File: src/rtl/lspe_pkg.sv
// Shared constants, types and tables of the line sensor position estimator.
`timescale 1ns / 1ps

package lspe_pkg;

   localparam int SAMPLE_BITS_DEFAULT = 10;

   localparam int NUM_CH      = 5;
   localparam int CH_W        = 3;
   localparam int NORM_W      = 10;
   localparam int SCALE       = 1000;
   localparam int SCALE_W     = 10;
   localparam int RSUM_W      = 13;
   localparam int WSUM_W      = 24;
   localparam int WEIGHT_W    = 12;
   localparam int PROD_W      = WEIGHT_W + NORM_W;
   localparam int POS_W       = 12;
   localparam int CLASS_W     = 3;
   localparam int CFG_W       = 10;
   localparam int CSR_INDEX_W = 3;

   localparam int MIN_RESET = 255;
   localparam int MAX_RESET = 980;

   localparam logic [CFG_W-1:0] LIFT_RESET   = CFG_W'(150);
   localparam logic [CFG_W-1:0] DARK_RESET   = CFG_W'(500);
   localparam logic [CFG_W-1:0] BRIGHT_RESET = CFG_W'(800);
   localparam logic [CFG_W-1:0] SIDE_RESET   = CFG_W'(750);
   localparam logic [CFG_W-1:0] MIDDLE_RESET = CFG_W'(530);

   localparam logic [CH_W-1:0] CHANNEL_LAST = CH_W'(NUM_CH - 1);

   typedef enum logic [CSR_INDEX_W-1:0] {
      CSR_LIFT_LEVEL   = 3'd0,
      CSR_DARK_LEVEL   = 3'd1,
      CSR_BRIGHT_LEVEL = 3'd2,
      CSR_SIDE_LEVEL   = 3'd3,
      CSR_MIDDLE_LEVEL = 3'd4
   } csr_index_type;

   typedef enum logic [CLASS_W-1:0] {
      CLASS_NONE         = 3'd0,
      CLASS_RIGHT_BRANCH = 3'd1,
      CLASS_LEFT_BRANCH  = 3'd2,
      CLASS_CROSSING     = 3'd3,
      CLASS_CENTERED     = 3'd4
   } line_class_type;

   typedef enum logic {
      DIV_NORM = 1'b0,
      DIV_POS  = 1'b1
   } div_sel_type;

   // Commands from the controller to the datapath.
   typedef struct packed {
      logic        load_sample;
      logic        update_range;
      logic        scale;
      logic        div_start;
      div_sel_type div_sel;
      logic        store_norm;
      logic        acc_weight;
      logic        finish;
   } cmd_type;

   // Status from the datapath to the controller.
   typedef struct packed {
      logic div_busy;
      logic div_done;
      logic last_channel;
      logic out_free;
   } sts_type;

   // Centroid weight of a channel: channel number times 1000.
   function automatic logic [WEIGHT_W-1:0] channel_weight(input logic [CH_W-1:0] ch);
      logic [WEIGHT_W-1:0] w;
      unique case (ch)
         3'd0:    w = WEIGHT_W'(0);
         3'd1:    w = WEIGHT_W'(1000);
         3'd2:    w = WEIGHT_W'(2000);
         3'd3:    w = WEIGHT_W'(3000);
         3'd4:    w = WEIGHT_W'(4000);
         default: w = WEIGHT_W'(0);
      endcase
      return w;
   endfunction

endpackage

File: src/rtl/line_sensor_position_estimator.sv
// Top level of the line sensor position estimator.
`timescale 1ns / 1ps

// Raw reflectance samples of a five-sensor line array enter one beat at a time in
// channel order 0 to 4, and every fifth beat produces one result beat with the
// weighted centroid of the normalized readings (0 to 4000, sensor k weighted
// k*1000, 0 when all readings are zero), a line pattern class and a lifted flag.
// Each sample first moves the shared running minimum or maximum, is then scaled to
// 0..1000 against that range, and is added into the frame sums. Both the scaling
// and the final centroid use one shared bit-serial divider that produces one
// quotient bit per cycle over a 24-bit dividend, so a sample holds the block
// from its beat to the next ready through the accepting cycle, moving the
// range, scaling, starting the divider, the 24 quotient bits and the done flag,
// and storing and accumulating. The fifth sample of a frame then adds the
// centroid division: start, division and loading of the output register.
// Samples are taken one at a time; a new sample is accepted while an earlier
// result still waits in the output register, and the block only holds off
// loading a new result until the old one has been taken. The five threshold
// registers may be written at any time the block is idle, one per cycle, with
// no read-back; writes to indexes beyond the last register are dropped and only
// the low 10 bits of the data are kept.
module line_sensor_position_estimator
   import lspe_pkg::*;
#(
   parameter int SAMPLE_BITS = SAMPLE_BITS_DEFAULT
) (
   input  logic                   clock,
   input  logic                   reset,
   input  logic                   req_valid,
   output logic                   req_ready,
   input  logic [SAMPLE_BITS-1:0] req_raw_sample,
   output logic                   rsp_valid,
   input  logic                   rsp_ready,
   output logic [POS_W-1:0]       rsp_line_position,
   output logic [CLASS_W-1:0]     rsp_line_class,
   output logic                   rsp_lifted,
   input  logic                   csr_wr_en,
   input  logic [CSR_INDEX_W-1:0] csr_index,
   input  logic [CFG_W-1:0]       csr_wdata
);

   cmd_type cmd;
   sts_type sts;

   // The controller walks each sample through its steps and decides when a frame
   // is complete; all arithmetic and storage live in the datapath.
   lspe_ctrl u_ctrl (
      .clock     (clock),
      .reset     (reset),
      .req_valid (req_valid),
      .req_ready (req_ready),
      .sts       (sts),
      .cmd       (cmd)
   );

   lspe_dp #(
      .SAMPLE_BITS (SAMPLE_BITS)
   ) u_dp (
      .clock             (clock),
      .reset             (reset),
      .req_raw_sample    (req_raw_sample),
      .csr_wr_en         (csr_wr_en),
      .csr_index         (csr_index),
      .csr_wdata         (csr_wdata),
      .cmd               (cmd),
      .sts               (sts),
      .rsp_valid         (rsp_valid),
      .rsp_ready         (rsp_ready),
      .rsp_line_position (rsp_line_position),
      .rsp_line_class    (rsp_line_class),
      .rsp_lifted        (rsp_lifted)
   );

`ifndef SYNTHESIS
   // Once a sample beat is taken, the block is busy with it on the next cycle.
   a_busy_after_accept: assert property (@(posedge clock) disable iff (reset)
      (req_valid && req_ready) |=> !req_ready)
      else $error("input accepted again right after a sample beat");

   // The divider is never restarted while it still works on a quotient.
   a_div_not_restarted: assert property (@(posedge clock) disable iff (reset)
      cmd.div_start |-> !sts.div_busy)
      else $error("divider started while busy");

   // A result is only formed on the last channel of a frame.
   a_finish_last_channel: assert property (@(posedge clock) disable iff (reset)
      cmd.finish |-> sts.last_channel)
      else $error("result formed before the fifth channel");

   // Forming a result always presents it on the output.
   a_finish_shows_result: assert property (@(posedge clock) disable iff (reset)
      cmd.finish |=> rsp_valid)
      else $error("result formed but not presented");
`endif

endmodule

File: src/rtl/lspe_div.sv
// Bit-serial restoring divider, one quotient bit per cycle.
`timescale 1ns / 1ps

module lspe_div #(
   parameter int DIVIDEND_W = 24,
   parameter int DIVISOR_W  = 13
) (
   input  logic                  clock,
   input  logic                  reset,
   input  logic                  start,
   input  logic [DIVIDEND_W-1:0] dividend,
   input  logic [DIVISOR_W-1:0]  divisor,
   output logic                  busy,
   output logic                  done,
   output logic [DIVIDEND_W-1:0] quotient
);

   localparam int CNT_W = $clog2(DIVIDEND_W + 1);

   logic                  busy_ff;
   logic                  done_ff;
   logic [CNT_W-1:0]      cnt_ff;
   logic [DIVIDEND_W-1:0] quo_ff;
   logic [DIVISOR_W-1:0]  rem_ff;
   logic [DIVISOR_W-1:0]  dvs_ff;

   logic [DIVISOR_W:0]    rem_shift;
   logic                  fits;
   logic [DIVISOR_W:0]    rem_diff;

   // Bring down the next dividend bit and try a subtraction.
   always_comb begin
      rem_shift = {rem_ff, quo_ff[DIVIDEND_W-1]};
      fits      = rem_shift >= {1'b0, dvs_ff};
      rem_diff  = rem_shift - {1'b0, dvs_ff};
   end

   always_ff @(posedge clock) begin
      if (reset) begin
         busy_ff <= 1'b0;
         done_ff <= 1'b0;
         cnt_ff  <= '0;
      end else begin
         done_ff <= 1'b0;
         if (start) begin
            busy_ff <= 1'b1;
            cnt_ff  <= CNT_W'(DIVIDEND_W);
         end else if (busy_ff) begin
            cnt_ff <= cnt_ff - CNT_W'(1);
            if (cnt_ff == CNT_W'(1)) begin
               busy_ff <= 1'b0;
               done_ff <= 1'b1;
            end
         end
      end
   end

   always_ff @(posedge clock) begin
      if (start) begin
         quo_ff <= dividend;
         rem_ff <= '0;
         dvs_ff <= divisor;
      end else if (busy_ff) begin
         quo_ff <= {quo_ff[DIVIDEND_W-2:0], fits};
         rem_ff <= fits ? rem_diff[DIVISOR_W-1:0] : rem_shift[DIVISOR_W-1:0];
      end
   end

   assign busy     = busy_ff;
   assign done     = done_ff;
   assign quotient = quo_ff;

endmodule

File: src/rtl/lspe_dp.sv
// Datapath: range tracking, normalization, sums, classification and result register.
`timescale 1ns / 1ps

module lspe_dp
   import lspe_pkg::*;
#(
   parameter int SAMPLE_BITS = SAMPLE_BITS_DEFAULT
) (
   input  logic                   clock,
   input  logic                   reset,
   input  logic [SAMPLE_BITS-1:0] req_raw_sample,
   input  logic                   csr_wr_en,
   input  logic [CSR_INDEX_W-1:0] csr_index,
   input  logic [CFG_W-1:0]       csr_wdata,
   input  cmd_type                cmd,
   output sts_type                sts,
   output logic                   rsp_valid,
   input  logic                   rsp_ready,
   output logic [POS_W-1:0]       rsp_line_position,
   output logic [CLASS_W-1:0]     rsp_line_class,
   output logic                   rsp_lifted
);

   localparam int RANGE_W    = (SAMPLE_BITS > NORM_W) ? SAMPLE_BITS : NORM_W;
   localparam int NUMER_W    = RANGE_W + SCALE_W;
   localparam int DIVIDEND_W = (NUMER_W > WSUM_W) ? NUMER_W : WSUM_W;
   localparam int DIVISOR_W  = (RANGE_W > RSUM_W) ? RANGE_W : RSUM_W;

   // Configuration registers.
   logic [CFG_W-1:0] lift_ff, dark_ff, bright_ff, side_ff, middle_ff;

   // Frame state.
   logic [RANGE_W-1:0] min_ff, max_ff;
   logic [CH_W-1:0]    channel_ff;
   logic [RSUM_W-1:0]  rsum_ff;
   logic [WSUM_W-1:0]  wsum_ff;
   logic               rsp_valid_ff;

   // Working registers.
   logic [RANGE_W-1:0] sample_ff;
   logic [RANGE_W-1:0] span_ff;
   logic               span_zero_ff;
   logic [NUMER_W-1:0] numer_ff;
   logic [PROD_W-1:0]  product_ff;
   logic [NORM_W-1:0]  store_ff [NUM_CH];
   logic [POS_W-1:0]   pos_ff;
   logic [CLASS_W-1:0] class_ff;
   logic               lifted_ff;

   logic [DIVIDEND_W-1:0] div_dividend;
   logic [DIVISOR_W-1:0]  div_divisor;
   logic [DIVIDEND_W-1:0] div_quotient;
   logic                  div_busy;
   logic                  div_done;

   logic [NORM_W-1:0]  norm;
   logic [RANGE_W-1:0] span_in;
   logic [NUMER_W-1:0] numer_in;
   logic [POS_W-1:0]   pos_in;
   line_class_type     class_in;
   logic               lifted_in;

   always_comb begin
      unique case (cmd.div_sel)
         DIV_NORM: begin
            div_dividend = DIVIDEND_W'(numer_ff);
            div_divisor  = DIVISOR_W'(span_ff);
         end
         DIV_POS: begin
            div_dividend = DIVIDEND_W'(wsum_ff);
            div_divisor  = DIVISOR_W'(rsum_ff);
         end
         default: begin
            div_dividend = '0;
            div_divisor  = '0;
         end
      endcase
   end

   lspe_div #(
      .DIVIDEND_W (DIVIDEND_W),
      .DIVISOR_W  (DIVISOR_W)
   ) u_div (
      .clock    (clock),
      .reset    (reset),
      .start    (cmd.div_start),
      .dividend (div_dividend),
      .divisor  (div_divisor),
      .busy     (div_busy),
      .done     (div_done),
      .quotient (div_quotient)
   );

   always_comb begin
      span_in  = (max_ff > min_ff) ? max_ff - min_ff : '0;
      numer_in = (sample_ff >= min_ff)
                 ? NUMER_W'(sample_ff - min_ff) * NUMER_W'(SCALE) : '0;
      norm     = span_zero_ff ? '0 : div_quotient[NORM_W-1:0];
      pos_in   = (rsum_ff == '0) ? '0 : div_quotient[POS_W-1:0];
   end

   // Pattern classes in priority order; the first match wins.
   always_comb begin
      lifted_in = 1'b1;
      for (int k = 0; k < NUM_CH; k++) begin
         if (store_ff[k] >= lift_ff) begin
            lifted_in = 1'b0;
         end
      end
      priority if (store_ff[0] > bright_ff && store_ff[2] < dark_ff &&
                   store_ff[3] < dark_ff && store_ff[4] < dark_ff) begin
         class_in = CLASS_RIGHT_BRANCH;
      end else if (store_ff[0] < dark_ff && store_ff[1] < dark_ff &&
                   store_ff[2] < dark_ff && store_ff[4] > bright_ff) begin
         class_in = CLASS_LEFT_BRANCH;
      end else if (store_ff[0] < dark_ff && store_ff[1] < dark_ff &&
                   store_ff[2] < dark_ff && store_ff[3] < dark_ff &&
                   store_ff[4] < dark_ff) begin
         class_in = CLASS_CROSSING;
      end else if (store_ff[0] > side_ff && store_ff[1] > side_ff &&
                   store_ff[2] < middle_ff && store_ff[3] > side_ff &&
                   store_ff[4] > side_ff) begin
         class_in = CLASS_CENTERED;
      end else begin
         class_in = CLASS_NONE;
      end
   end

   always_ff @(posedge clock) begin
      if (reset) begin
         lift_ff      <= LIFT_RESET;
         dark_ff      <= DARK_RESET;
         bright_ff    <= BRIGHT_RESET;
         side_ff      <= SIDE_RESET;
         middle_ff    <= MIDDLE_RESET;
         min_ff       <= RANGE_W'(MIN_RESET);
         max_ff       <= RANGE_W'(MAX_RESET);
         channel_ff   <= '0;
         rsum_ff      <= '0;
         wsum_ff      <= '0;
         rsp_valid_ff <= 1'b0;
      end else begin
         if (csr_wr_en) begin
            unique case (csr_index)
               CSR_LIFT_LEVEL:   lift_ff   <= csr_wdata;
               CSR_DARK_LEVEL:   dark_ff   <= csr_wdata;
               CSR_BRIGHT_LEVEL: bright_ff <= csr_wdata;
               CSR_SIDE_LEVEL:   side_ff   <= csr_wdata;
               CSR_MIDDLE_LEVEL: middle_ff <= csr_wdata;
               default: ;
            endcase
         end
         if (cmd.update_range) begin
            if (sample_ff < min_ff) begin
               min_ff <= sample_ff;
            end else if (sample_ff > max_ff) begin
               max_ff <= sample_ff;
            end
         end
         if (cmd.store_norm) begin
            rsum_ff <= rsum_ff + RSUM_W'(norm);
         end
         if (cmd.acc_weight) begin
            wsum_ff <= wsum_ff + WSUM_W'(product_ff);
            if (channel_ff != CHANNEL_LAST) begin
               channel_ff <= channel_ff + CH_W'(1);
            end
         end
         if (rsp_ready) begin
            rsp_valid_ff <= 1'b0;
         end
         if (cmd.finish) begin
            rsp_valid_ff <= 1'b1;
            channel_ff   <= '0;
            rsum_ff      <= '0;
            wsum_ff      <= '0;
         end
      end
   end

   always_ff @(posedge clock) begin
      if (cmd.load_sample) begin
         sample_ff <= RANGE_W'(req_raw_sample);
      end
      if (cmd.scale) begin
         span_ff      <= span_in;
         span_zero_ff <= (span_in == '0);
         numer_ff     <= numer_in;
      end
      if (cmd.store_norm) begin
         store_ff[channel_ff] <= norm;
         product_ff <= PROD_W'(channel_weight(channel_ff)) * PROD_W'(norm);
      end
      if (cmd.finish) begin
         pos_ff    <= pos_in;
         class_ff  <= class_in;
         lifted_ff <= lifted_in;
      end
   end

   always_comb begin
      sts.div_busy     = div_busy;
      sts.div_done     = div_done;
      sts.last_channel = (channel_ff == CHANNEL_LAST);
      sts.out_free     = !rsp_valid_ff || rsp_ready;
   end

   assign rsp_valid         = rsp_valid_ff;
   assign rsp_line_position = pos_ff;
   assign rsp_line_class    = class_ff;
   assign rsp_lifted        = lifted_ff;

endmodule

File: src/rtl/lspe_ctrl.sv
// Controller: sequences one sample through the datapath and closes each frame.
`timescale 1ns / 1ps

module lspe_ctrl
   import lspe_pkg::*;
(
   input  logic    clock,
   input  logic    reset,
   input  logic    req_valid,
   output logic    req_ready,
   input  sts_type sts,
   output cmd_type cmd
);

   typedef enum logic [3:0] {
      ST_IDLE,
      ST_RANGE,
      ST_SCALE,
      ST_NORM_GO,
      ST_NORM_WAIT,
      ST_STORE,
      ST_ACC,
      ST_POS_GO,
      ST_POS_WAIT,
      ST_FINISH
   } state_type;

   state_type state_ff;
   state_type state_in;

   always_comb begin
      state_in = state_ff;
      cmd      = '0;
      unique case (state_ff)
         ST_IDLE: begin
            cmd.load_sample = req_valid;
            if (req_valid) begin
               state_in = ST_RANGE;
            end
         end
         ST_RANGE: begin
            cmd.update_range = 1'b1;
            state_in         = ST_SCALE;
         end
         ST_SCALE: begin
            cmd.scale = 1'b1;
            state_in  = ST_NORM_GO;
         end
         ST_NORM_GO: begin
            cmd.div_start = 1'b1;
            cmd.div_sel   = DIV_NORM;
            state_in      = ST_NORM_WAIT;
         end
         ST_NORM_WAIT: begin
            if (sts.div_done) begin
               state_in = ST_STORE;
            end
         end
         ST_STORE: begin
            cmd.store_norm = 1'b1;
            state_in       = ST_ACC;
         end
         ST_ACC: begin
            cmd.acc_weight = 1'b1;
            state_in       = sts.last_channel ? ST_POS_GO : ST_IDLE;
         end
         ST_POS_GO: begin
            cmd.div_start = 1'b1;
            cmd.div_sel   = DIV_POS;
            state_in      = ST_POS_WAIT;
         end
         ST_POS_WAIT: begin
            cmd.div_sel = DIV_POS;
            if (sts.div_done) begin
               state_in = ST_FINISH;
            end
         end
         ST_FINISH: begin
            cmd.div_sel = DIV_POS;
            cmd.finish  = sts.out_free;
            if (sts.out_free) begin
               state_in = ST_IDLE;
            end
         end
         default: begin
            state_in = ST_IDLE;
         end
      endcase
   end

   always_ff @(posedge clock) begin
      if (reset) begin
         state_ff <= ST_IDLE;
      end else begin
         state_ff <= state_in;
      end
   end

   assign req_ready = (state_ff == ST_IDLE);

endmodule
File: config.mk
export PLATFORM = sky130hd
export DESIGN_NAME = line_sensor_position_estimator
export DESIGN_NICKNAME = d
export VERILOG_FILES = /design/src/rtl/lspe_pkg.sv /design/src/rtl/line_sensor_position_estimator.sv /design/src/rtl/lspe_div.sv /design/src/rtl/lspe_dp.sv /design/src/rtl/lspe_ctrl.sv
export SDC_FILE = /design/constraint.sdc
export NUM_CORES = 1
export LEC_CHECK = 0
export BUFFER_PORTS_ARGS = -buffer_cell sky130_fd_sc_hd__buf_2
export CAP_MARGIN = 25
export CORE_MARGIN = 2
export CORE_UTILIZATION = 45
export CTS_CLUSTER_DIAMETER = 200
export DETAILED_ROUTE_END_ITERATION = 7
export MAX_ROUTING_LAYER = met4
export PLACE_DENSITY_LB_ADDON = 0.25
export SETUP_SLACK_MARGIN = 0.4
export SYNTH_ARGS = -nofsm -noshare
export SYNTH_HDL_FRONTEND = slang
export SYNTH_SLANG_ARGS = --single-unit
File: constraint.sdc
create_clock -name clock -period 6.6 [get_ports clock]
set_input_delay 1.32 -clock clock [delete_from_list [all_inputs] [get_ports clock]]
set_output_delay 1.32 -clock clock [all_outputs]
set_load 0.01 [all_outputs]
==> impl_results.md, run 1 <==
* First-pass GRT wire length at between 90 and 100 mm
* FFs w/ async S/R, synth at 0%
* CP Cell Sequence: inv_1 > ha_1 > nand2_2 > a21boi_1 > buf_4 > a21oi_2 > fa_1 > fa_1 > inv_1 > fa_1 > inv_1 > fa_1 > inv_1 > fa_1 > inv_1 > ha_1 > o21ai_0 > inv_1 > a21oi_1 > o211a_1 > o31ai_1 > a21oi_1 > xnor2_1
* Congestion Overflow GR at 0
* Post-DP HPWL at ~44 mm
* Final GP Congestion at just over 0.9
* Post-route ant nets at 0
* # port buffers at 45
* Most used cell, CP: inv_1
* Fin cells at 3077
* Fin Clk Skew at 0.02072 ns
* 1st-pass router iterations at 5
* Initial antenna violation count at 0
* Worst hold path depth at 2
* Crit path buffers/inverters at 7
* Area share of the largest cell type after synthesis at 21.49%
* Setup violators final at 0
* Fin. Hold Viols at 0
* Clock root buffer: clkbuf_16
* Hold slack at 0.4558 ns
* Max-Cap Viols at 0
* FMAX at about 170 MHz
* Core Area at ~50000 µm²
* Total power at 0.007770 W
* Layout cell share with drive strength beyond 1 at 8.413%
* Top delay family on crit path: adder cells
* Net Count, Synth at 2787
* Synth warnings at 0
* Row count at 81
* Area leader, netlist: edfxtp_1
* Critical path fanouts, max at 13
* Inst Count DP at 3005
* EDFF count, synth at between 150 and 200
* Die ar. at 51470 µm²
* Nets at 2842
* Reg clk slew, reported paths at 0.07 ns
* CTS Sinks at between 200 and 300
* Vias at 16810
* Rel. slew slack at 35.04%
* # diodes at 0
* Via-per-instance ratio at 5.462
* DRC violations left at 0
* Synth Register Bits at 292
* Sequential share of the synthesized area at 33.31%
* Yosys cell types at 83
* Reg2reg path depth at 23
* CTS H-tree depth at 2
* Crit path depth at 23
* Critical path class: flip-flop to flip-flop
* Area growth from synthesis to layout at 10.51%
* GRT Total Usage at 23.23%
* Syn Area/Cell at roughly 9.6 µm²
* Power per Cell Area at 314.5 nW/µm²
* Post-route clock period utilization at 89.12%
* Initial core utilization at 45.67%
* CP endpoint kind: flip-flop
* Die H at 226.9 µm
* CP required at around 6.9 ns
* Fillers at 4517
* Leak at 11.18 nW
* Setup ws final at 0.7179 ns
* Largest net degree at the start of global routing at 94
* Worst vdd ir at a little over 1 mV
* CTS tree: built
* Total CTS buffers at 35
* Average wire per standard cell at between 15 and 20 µm
* Outcome: finished clean
* Worst slew pin tran at 0.9743 ns
* Clock buffer depth at 3
* RSZ-0062 raised after global routing: true
* DRT iter0 DRCs at 1014
* Mapped Area at 22350 µm²
* Startpoint types: flip-flop
* Vias in the first global route at 16780
* Critical-path top delay cell: fa_1
* DRT Wirelength at 56.43 mm
* Min-Delay Path Class: flip-flop to flip-flop
* Hold Buf Count CTS at 0
* Max-slew violations at 0
* Arrival time worst endpoint at 6.19 ns
* Die X-Extent at 226.9 µm
* Synth area leaders: edfxtp_1 21%, ha_1 19%, dfxtp_1 12%, fa_1 8.6%, inv_1 4.2%
* Final Critical Period at 5.882 ns
* Most numerous cell in the Yosys netlist: ha_1
* Skew-Pair Late Insertion Delay at 0.56 ns
* Fin Setup TNS at 0 ns
* R2R Setup Slk at 0.72 ns
* Main synth FF type: edfxtp_1
* Largest stage delay, worst path at 0.53 ns
* Top Ports at 46
* Commonest cells post-synth: 331 x ha_1, 250 x inv_1, 202 x nand2_1
* Syn Inst Count at 2332
* Post-place setup slack at between 0.3 and 0.4 ns
==> worst register-to-register path, delay by kind of cell (launching register included) <==
kind | cells | cell delay [ns]
flops | 1 | 0.40
simple gates | 1 | 0.17
xor+xnor | 1 | 0.13
compound gates | 7 | 1.19
buf+inv | 7 | 0.62
fa+ha+maj | 7 | 3.11
==> where the power goes <==
part / internal [W] / total, W / switching, W
sequential: 0.00211 / 0.00218 / 0.0000764
combinational: 0.00164 / 0.00363 / 0.00199
clock: 0.00116 / 0.00196 / 0.000805
==> layout make-up <==
cell class,count,area [µm²],area share [%]
multi-input combinational,1728,13810,55.89
sequential,292,7450,30.16
clock buffer,45,965.9,3.910
inverter,253,949.7,3.844
tap,664,830.8,3.363
timing repair buffer,77,525.5,2.127
clock inverter,18,176.4,0.7141
==> state kept, by name (all words and copies together), names as in the netlist, 4 cells and up <==
| name | count |
|---|---|
| u_dp.rsum_ff | 13 |
| u_dp.sample_ff | 10 |
| u_dp.max_ff | 10 |
| u_dp.min_ff | 10 |
| u_dp.lift_ff | 10 |
| u_dp.dark_ff | 10 |
| u_dp.u_div.dvs_ff | 13 |
| u_dp.span_ff | 10 |
| u_ctrl.state_ff | 4 |
| u_dp.u_div.quotient | 24 |
| u_dp.u_div.rem_ff | 13 |
| u_dp.numer_ff | 17 |
| u_dp.product_ff | 19 |
| u_dp.side_ff | 10 |
| u_dp.wsum_ff | 21 |
| u_dp.middle_ff | 10 |
| u_dp.rsp_line_position | 12 |
| u_dp.store_ff | 50 |
| u_dp.bright_ff | 10 |
| u_dp.u_div.cnt_ff | 5 |
==> metrics by stage <==
step | utilization [%] | cell area (µm²)
floorplan | - | 22350
global placement | 47.65 | 23320
detailed placement | 47.71 | 23350
CTS | 50.07 | 24510
global route | 50.47 | 24700
finish | 50.47 | 24700
==> cell usage in the layout, fill, tap and decap left out, types with 35 or more instances in the layout <==
| master | synthesis | layout |
|---|---|---|
| ha_1 | 331 | 328 |
| inv_1 | 250 | 249 |
| nand2_1 | 202 | 201 |
| nor2_1 | 186 | 182 |
| a21oi_1 | 172 | 168 |
| edfxtp_1 | 160 | 160 |
| dfxtp_1 | 132 | 130 |
| fa_1 | 96 | 95 |
| o21ai_0 | 97 | 92 |
| a21o_1 | 64 | 64 |
| xnor2_1 | 52 | 52 |
| nor3_1 | 49 | 47 |
| buf_2 | 10 | 45 |
| nor2b_1 | 41 | 41 |
| nand2b_1 | 41 | 40 |
| clkbuf_16 | 0 | 37 |
| nand3_1 | 35 | 35 |
==> worst paths after layout <==
path | start | to
max reg2reg | u_dp.channel_ff[0]$_SDFFE_PP0P_ | u_dp.product_ff[21]$_DFFE_PP_
min reg2reg | u_dp.bright_ff[3]$_SDFFE_PP0P_ | u_dp.bright_ff[3]$_SDFFE_PP0P_
min | u_dp.bright_ff[3]$_SDFFE_PP0P_ | u_dp.bright_ff[3]$_SDFFE_PP0P_
max | u_dp.channel_ff[0]$_SDFFE_PP0P_ | u_dp.product_ff[21]$_DFFE_PP_
==> metal layers <==
| metal | vias to the layer above | wire length (µm) | GRT usage, % |
|---|---|---|---|
| li1 | 8294 | - | - |
| met4 | 0 | 1816 | 7.279 |
| met1 | 8089 | 25340 | 29.80 |
| met3 | 87 | 2429 | 3.201 |
| met5 | - | 0 | - |
| met2 | 336 | 26840 | 38.07 |
==> timing repair <==
action,CTS,global route
resized for setup,5,25
buffers inserted,0,7
endpoints found under the setup margin,5,13
pin swaps,0,3
==> cell families (layout without fill, tap and decap cells) <==
group / count (synthesis) / count (layout) / share of synthesized area (%)
AOI/OAI and AO/OA: 499 / 499 / 14.41
adders and majority gates: 427 / 427 / 27.12
DFF: 292 / 292 / 33.31
buffers and inverters: 312 / 393 / 5.468
muxes: 43 / 43 / 1.993
and+or+nand+nor: 678 / 678 / 14.52
xor gates and xnor gates: 81 / 81 / 3.174
(Power assumes the default switching activity.)
==> inputs of run 2 (changes only) <==
--- a/config.mk
+++ b/config.mk
@@ -8,7 +8,7 @@
 export BUFFER_PORTS_ARGS = -buffer_cell sky130_fd_sc_hd__buf_2
 export CAP_MARGIN = 25
 export CORE_MARGIN = 2
-export CORE_UTILIZATION = 45
+export CORE_UTILIZATION = 40
 export CTS_CLUSTER_DIAMETER = 200
 export DETAILED_ROUTE_END_ITERATION = 7
 export MAX_ROUTING_LAYER = met4
==> run 2 against run 1 <==
  * Flip-flop and latch count unchanged
  * Clock skew rose by 0.012 ns
  * Non-clock buffer count up 4
  * Critical endpoint is now u_dp.product_ff[18]$_DFFE_PP_
  * Cell count increased by 3.1%
  * Largest power group unchanged
  * Worst hold slack improved by 0.0052 ns
  * Combinational power shrank 2%
  * Sequential share of layout area is 0.34 points lower
==> impl_results.md, run 2 (synthesized netlist as in run 1, its figures left out) <==
* Largest stage delay, worst path at 0.55 ns (+0.02 ns)
* Congestion Overflow GR at 0 (unchanged)
* Die X-Extent at 240.4 µm (+6.0%)
* Setup violators final at 0 (unchanged)
* Metal1 wirelength at 26.04 mm (+2.7%)
* Largest net degree at the start of global routing at 94 (unchanged)
* DRT iter0 DRCs at 812 (-20%)
* Post-route ant nets at 0 (unchanged)
* Post-route cell area at 24990 µm² (+1.2%)
* Reg2reg path depth at 20 (-13%)
* CP endpoint kind: flip-flop
* Wire length on met2 at 26.81 mm (about the same)
* # diodes at 0 (unchanged)
* GRT Total Usage at 20.68% (-2.6 points)
* 1st-pass router iterations at 5 (unchanged)
* Most used cell, CP: fa_1
* # port buffers at 45 (unchanged)
* Initial core utilization at 40.50% (-5.2 points)
* Vias in the first global route at 17030 (+1.5%)
* Rel. slew slack at 29.53% (-5.5 points)
* Leak at 11.26 nW (+0.71%)
* Skew-Pair Late Insertion Delay at 0.57 ns (about the same)
* Reg clk slew, reported paths at 0.06 ns (about the same)
* Fin. Hold Viols at 0 (unchanged)
* Max-slew violations at 0 (unchanged)
* CP Cell Sequence: inv_1 > ha_1 > nand2_2 > o21ai_1 > nor2_1 > buf_4 > a21oi_4 > o21ai_0 > fa_1 > fa_1 > inv_1 > fa_1 > fa_1 > ha_1 > ha_1 > a311oi_1 > o211ai_1 > a31oi_1 > o21ai_1 > xor2_1
* Average wire per standard cell at 17.79 µm (-3.0%)
* Worst hold path depth at 2 (unchanged)
* Fin Setup TNS at 0 ns (unchanged)
* Largest register by flop count: u_dp.store_ff
* Post-Place Cell Area at 23500 µm² (+0.64%)
* Clock root buffer: clkbuf_16
* Core Area at 55200 µm² (+13%)
* Outcome: finished clean
* Post-route clock period utilization at 88.99% (-0.13 points)
* Area growth from synthesis to layout at 11.81%
* DRC violations left at 0 (unchanged)
* Via-per-instance ratio at 5.323 (-2.6%)
* Top Ports at 46 (unchanged)
* Fin Clk Skew at 0.03226 ns (+0.01154 ns)
* Critical path fanouts, max at 10 (-3)
* Hold Buf Count CTS at 0 (unchanged)
* Worst slew pin tran at 1.047 ns (+0.07303 ns)
* CP required at 6.91 ns (about the same)
* Layout cell share with drive strength beyond 1 at 9.117% (+0.70 points)
* Met3 wire length at 1.929 mm (-21%)
* Post-DP HPWL at 44.02 mm (+0.36%)
* Initial antenna violation count at 0 (unchanged)
* Critical-path top delay cell: fa_1
* Min-Delay Path Class: flip-flop to flip-flop
* CTS H-tree depth at 2 (unchanged)
* FMAX at 170.3 MHz (+0.15%)
* Commonest non-fill, non-tap cells in the layout: 329 x ha_1, 247 x inv_1, 201 x nand2_1, 183 x nor2_1, 167 x a21oi_1
* CTS Sinks at 292 (unchanged)
* Arrival time worst endpoint at 6.18 ns (about the same)
* Startpoint types: flip-flop
* Row count at 86 (+6.2%)
* Max reg flops at 50 (unchanged)
* Power per Cell Area at 313.3 nW/µm² (-0.38%)
* First-pass GRT wire length at 91.65 mm (+1.0%)
* Clock buffer depth at 3 (unchanged)
* Top Layer Used: met4
* Total CTS buffers at 38 (+8.6%)
* CTS tree: built
* Critical path class: flip-flop to flip-flop
* Worst vdd ir at 0.9599 mV (-6.9%)
* Vias at 16880 (+0.46%)
* RSZ-0062 raised after global routing: true
* Util after Layout at 45.28% (-5.2 points)
* Max-Cap Viols at 0 (unchanged)
* Final GP Congestion at 0.9189 (-0.26%)
* Die ar. at 57790 µm² (+12%)
* Nets at 2849 (+0.25%)
* DRT Wirelength at 56.42 mm (about the same)
* Final Critical Period at 5.874 ns (-0.008510 ns)
* Die H at 240.4 µm (+6.0%)
* Commonest non-fill, non-tap cell in the layout: ha_1
-- run 2: path summary, 6_finish.rpt --
kind	start	endpoint	slack, ns
worst min-delay path	u_dp.dark_ff[1]$_SDFFE_PP0P_	u_dp.dark_ff[1]$_SDFFE_PP0P_	0.46
worst min register to register	u_dp.dark_ff[1]$_SDFFE_PP0P_	u_dp.dark_ff[1]$_SDFFE_PP0P_	0.46
worst max-delay path	u_dp.channel_ff[1]$_SDFFE_PP0P_	u_dp.product_ff[18]$_DFFE_PP_	0.73
worst max register to register	u_dp.channel_ff[1]$_SDFFE_PP0P_	u_dp.product_ff[18]$_DFFE_PP_	0.73
-- run 2: power by group --
group          internal [W]  switching (W)
Clock               0.00125       0.000837
Sequential          0.00211      0.0000779
Combinational       0.00160        0.00196
Total               0.00495        0.00288
-- run 2: layer usage --
| layer | track usage, % | vias up |
|---|---|---|
| li1 | - | 8322 |
| met5 | - | - |
| met3 | 2.549 | 87 |
| met2 | 34.12 | 284 |
| met4 | 6.569 | 0 |
| met1 | 26.45 | 8190 |
-- run 2: final cells by class --
type | count | area (µm²)
fillers | 5285 | 30210
multi-input cells | 1728 | 13830
flip-flops and latches | 292 | 7453
clock buffers | 48 | 1040
inverters | 253 | 949.7
well taps | 748 | 935.9
repair buffers | 81 | 555.5
clock inverters | 22 | 226.5
-- run 2: through the flow --
stage	setup slack [ns]	instances	hold WS, ns	total power, W
floorplan	0.6285	2332	0.4336	0.005006
global placement	0.3805	3089	0.4436	0.005630
detailed placement	0.2366	3091	0.4504	0.005692
CTS	0.4264	3161	0.4612	0.007831
global route	0.3685	3172	0.4689	0.008483
finish	0.7264	3172	0.4610	0.007831
-- run 2: critical path, delay by kind of cell, from the launching register on --
family | cells | cell delay, ns
buf+inv | 3 | 0.34
simple gates | 2 | 0.23
fa+ha+maj | 7 | 2.95
compound gates | 7 | 1.58
xor+xnor | 1 | 0.15
flops | 1 | 0.38
-- run 2: repair_timing --
action,CTS,global route
setup buffers,0,10
gates resized for setup,5,35
pin swaps,0,5
setup endpoints to repair,6,13
==> inputs of run 3 (changes only) <==
--- a/config.mk
+++ b/config.mk
@@ -9,6 +9,7 @@
 export CAP_MARGIN = 25
 export CORE_MARGIN = 2
 export CORE_UTILIZATION = 40
+export CTS_BUF_LIST = sky130_fd_sc_hd__clkbuf_8
 export CTS_CLUSTER_DIAMETER = 200
 export DETAILED_ROUTE_END_ITERATION = 7
 export MAX_ROUTING_LAYER = met4
==> run 3 against run 2 <==
  * Non-clock buffer count rose by 1
  * Worst hold slack improved by 0.0012 ns
  * Flip-flop and latch count did not move
  * Power fell by 3.2%
  * Via count rose by 0.77%
  * Combinational power barely moved
  * Routed wire length rose by 0.68%
  * Clock-buffer cell count rose by 16
  * Utilization fell by 0.21 points
==> impl_results.md, run 3 (synthesized netlist as in run 1, its figures left out) <==
* Outcome: finished clean
* # port buffers at 45 (unchanged)
* Core Area at 55200 µm² (unchanged)
* DRT iter0 DRCs at 761 (-6.3%)
* Congestion Overflow GR at 0 (unchanged)
* Top delay family on crit path: adder cells
* Total CTS buffers at 55 (+45%)
* Max-slew violations at 0 (unchanged)
* Largest stage delay, worst path at 0.51 ns (-0.04 ns)
* Largest register by flop count: u_dp.store_ff
* Worst vdd ir at 0.9044 mV (-5.8%)
* Post-route ant nets at 0 (unchanged)
* Crit path depth at 24 (+20%)
* Util after Layout at 45.07% (-0.21 points)
* Critical-path top delay cell: fa_1
* Hold slack at 0.4623 ns (+0.001221 ns)
* Skew-Pair Late Insertion Delay at 0.67 ns (+0.10 ns)
* Max-Cap Viols at 0 (unchanged)
* Die ar. at 57790 µm² (unchanged)
* Vias in the first global route at 17120 (+0.51%)
* Top Ports at 46 (unchanged)
* CTS Sinks at 292 (unchanged)
* Reg2reg path depth at 24 (+20%)
* Final GP Congestion at 0.9189 (unchanged)
* CP endpoint kind: flip-flop
* Vias at 17010 (+0.77%)
* Critical path launch point: u_dp.sample_ff[1]$_DFFE_PP_
* Top Layer Used: met4
* Worst setup endpoint: u_dp.numer_ff[19]$_SDFFCE_PN0P_
* FMAX at 169.9 MHz (-0.20%)
* Worst slew pin tran at 1.067 ns (+0.01937 ns)
* Worst R2R Start: u_dp.sample_ff[1]$_DFFE_PP_
* DRC violations left at 0 (unchanged)
* GRT Total Usage at 20.78% (+0.10 points)
* Fin Setup TNS at 0 ns (unchanged)
* Row count at 86 (unchanged)
* Leak at 11.31 nW (+0.49%)
* Setup ws final at 0.7148 ns (-0.01160 ns)
* 1st-pass router iterations at 5 (unchanged)
* CTS H-tree depth at 2 (unchanged)
* Reg2reg end: u_dp.numer_ff[19]$_SDFFCE_PN0P_
* First-pass GRT wire length at 92.00 mm (+0.39%)
* Rel. slew slack at 28.23% (-1.3 points)
* Arrival time worst endpoint at 6.24 ns (+0.06 ns)
* Metal1 wirelength at 26.15 mm (+0.43%)
* Initial core utilization at 40.50% (unchanged)
* DRT Wirelength at 56.81 mm (+0.68%)
* Post-DP HPWL at 44.02 mm (unchanged)
* Area growth from synthesis to layout at 11.30%
* Startpoint types: flip-flop
* CP Cell Sequence: ha_1 > nor2b_1 > o21ai_2 > a21boi_2 > o21ai_2 > nor2b_2 > xor2_2 > inv_2 > fa_1 > inv_1 > fa_1 > inv_1 > fa_1 > inv_1 > fa_1 > inv_1 > ha_1 > and2_1 > a221o_1 > a31oi_4 > a21o_1 > o21ai_1 > xor2_1 > nor2_1
* Die X-Extent at 240.4 µm (unchanged)
* Inst Count DP at 3091 (unchanged)
* Setup violators final at 0 (unchanged)
* Post-route clock period utilization at 89.17% (+0.18 points)
* Reg clk slew, reported paths at 0.06 ns (about the same)
* Wire length on met2 at 26.71 mm (-0.40%)
* Crit path buffers/inverters at 5 (+2)
* Final Critical Period at 5.885 ns (+0.01160 ns)
* Commonest non-fill, non-tap cells in the layout: 329 x ha_1, 268 x inv_1, 201 x nand2_1, 182 x nor2_1, 167 x a21oi_1
* R2R Setup Slk at 0.71 ns (about the same)
* Fillers at 5328 (+0.81%)
* Fin. Hold Viols at 0 (unchanged)
* Max reg flops at 50 (unchanged)
* Fin cells at 3207 (+1.1%)
* Post-place setup slack at 0.2366 ns (unchanged)
* Initial antenna violation count at 1 (+1)
* Power per Cell Area at 304.8 nW/µm² (-2.7%)
* Min-Delay Path Class: flip-flop to flip-flop
* Critical path class: flip-flop to flip-flop
* Nets at 2867 (+0.63%)
* Die H at 240.4 µm (unchanged)
* Hold_sp: u_dp.dark_ff[1]$_SDFFE_PP0P_
* Via-per-instance ratio at 5.305 (-0.33%)
* Fin Clk Skew at 0.03730 ns (+0.005033 ns)
* Commonest non-fill, non-tap cell in the layout: ha_1
* Critical path fanouts, max at 4 (-6)
* Average wire per standard cell at 17.71 µm (-0.41%)
* Clock root buffer: clkbuf_8
* Layout cell share with drive strength beyond 1 at 9.886% (+0.77 points)
* Largest net degree at the start of global routing at 94 (unchanged)
* Met3 wire length at 2.015 mm (+4.5%)
* Clock buffer depth at 3 (unchanged)
* CTS tree: built
* CP required at 6.95 ns (+0.04 ns)
* RSZ-0062 raised after global routing: true
run 3: changes by cell type in the layout (fill, tap and decap cells not counted), moves of 3 or more:
cell and change:
clkinv_2 +5, clkinv_4 -3, clkbuf_8 +61, clkbuf_16 -39, clkbuf_1 -6, inv_6 -3
inv_1 +21
run 3: worst min-delay path: cells and delay by family, from the launching register on:
kind | cells | cell delay [ns]
DFF | 1 | 0.31
and+or+nand+nor | 1 | 0.05
AOI/OAI and AO/OA | 1 | 0.05
run 3: repair_timing:
| action | CTS | global route |
|---|---|---|
| endpoints found under the hold margin | 0 | 0 |
| setup buffers | 1 | 10 |
| pin swaps | 1 | 6 |
| resized for setup | 5 | 37 |
| hold buffers | 0 | 0 |
| endpoints found under the setup margin | 6 | 12 |
run 3: worst min-delay path by stage:
| stage | slack [ns] | cells after the start | end |
|---|---|---|---|
| after floorplan | 0.43 | 2 | u_dp.middle_ff[0]$_SDFFE_PP0P_ |
| after global placement | 0.44 | 2 | u_dp.bright_ff[7]$_SDFFE_PP0P_ |
| after detailed placement | 0.45 | 2 | u_dp.dark_ff[9]$_SDFFE_PP0P_ |
| after CTS | 0.46 | 2 | u_dp.dark_ff[9]$_SDFFE_PP0P_ |
| after global routing | 0.47 | 2 | u_dp.side_ff[4]$_SDFFE_PP0P_ |
| final | 0.46 | 2 | u_dp.dark_ff[1]$_SDFFE_PP0P_ |
run 3: cell type report:
type / count / area [µm²] / area share (%)
tap: 748 / 935.9 / 3.762
sequential: 292 / 7453 / 29.96
antenna: 1 / 2.502 / 0.01006
timing repair buffer: 82 / 563.0 / 2.263
multi-input combinational: 1728 / 13840 / 55.64
clock inverter: 39 / 250.2 / 1.006
clock buffer: 64 / 880.8 / 3.541
inverter: 253 / 949.7 / 3.817
run 3: stage by stage:
| step | power [W] | cell area, µm² |
|---|---|---|
| floorplan | 0.005006 | 22350 |
| global placement | 0.005630 | 23450 |
| detailed placement | 0.005692 | 23500 |
| CTS | 0.007580 | 24660 |
| global route | 0.008244 | 24880 |
| finish | 0.007583 | 24880 |
run 3: power breakdown:
part           switching (W)  internal (W)  total [W]
registers          0.0000768       0.00211    0.00218
logic                0.00198       0.00160    0.00358
clock network       0.000817      0.000999    0.00182
run 3: metal layers:
metal | GRT usage [%] | vias up
met5 | - | -
met4 | 7.585 | 0
met3 | 2.755 | 111
met2 | 34.01 | 294
met1 | 26.32 | 8249
li1 | - | 8359
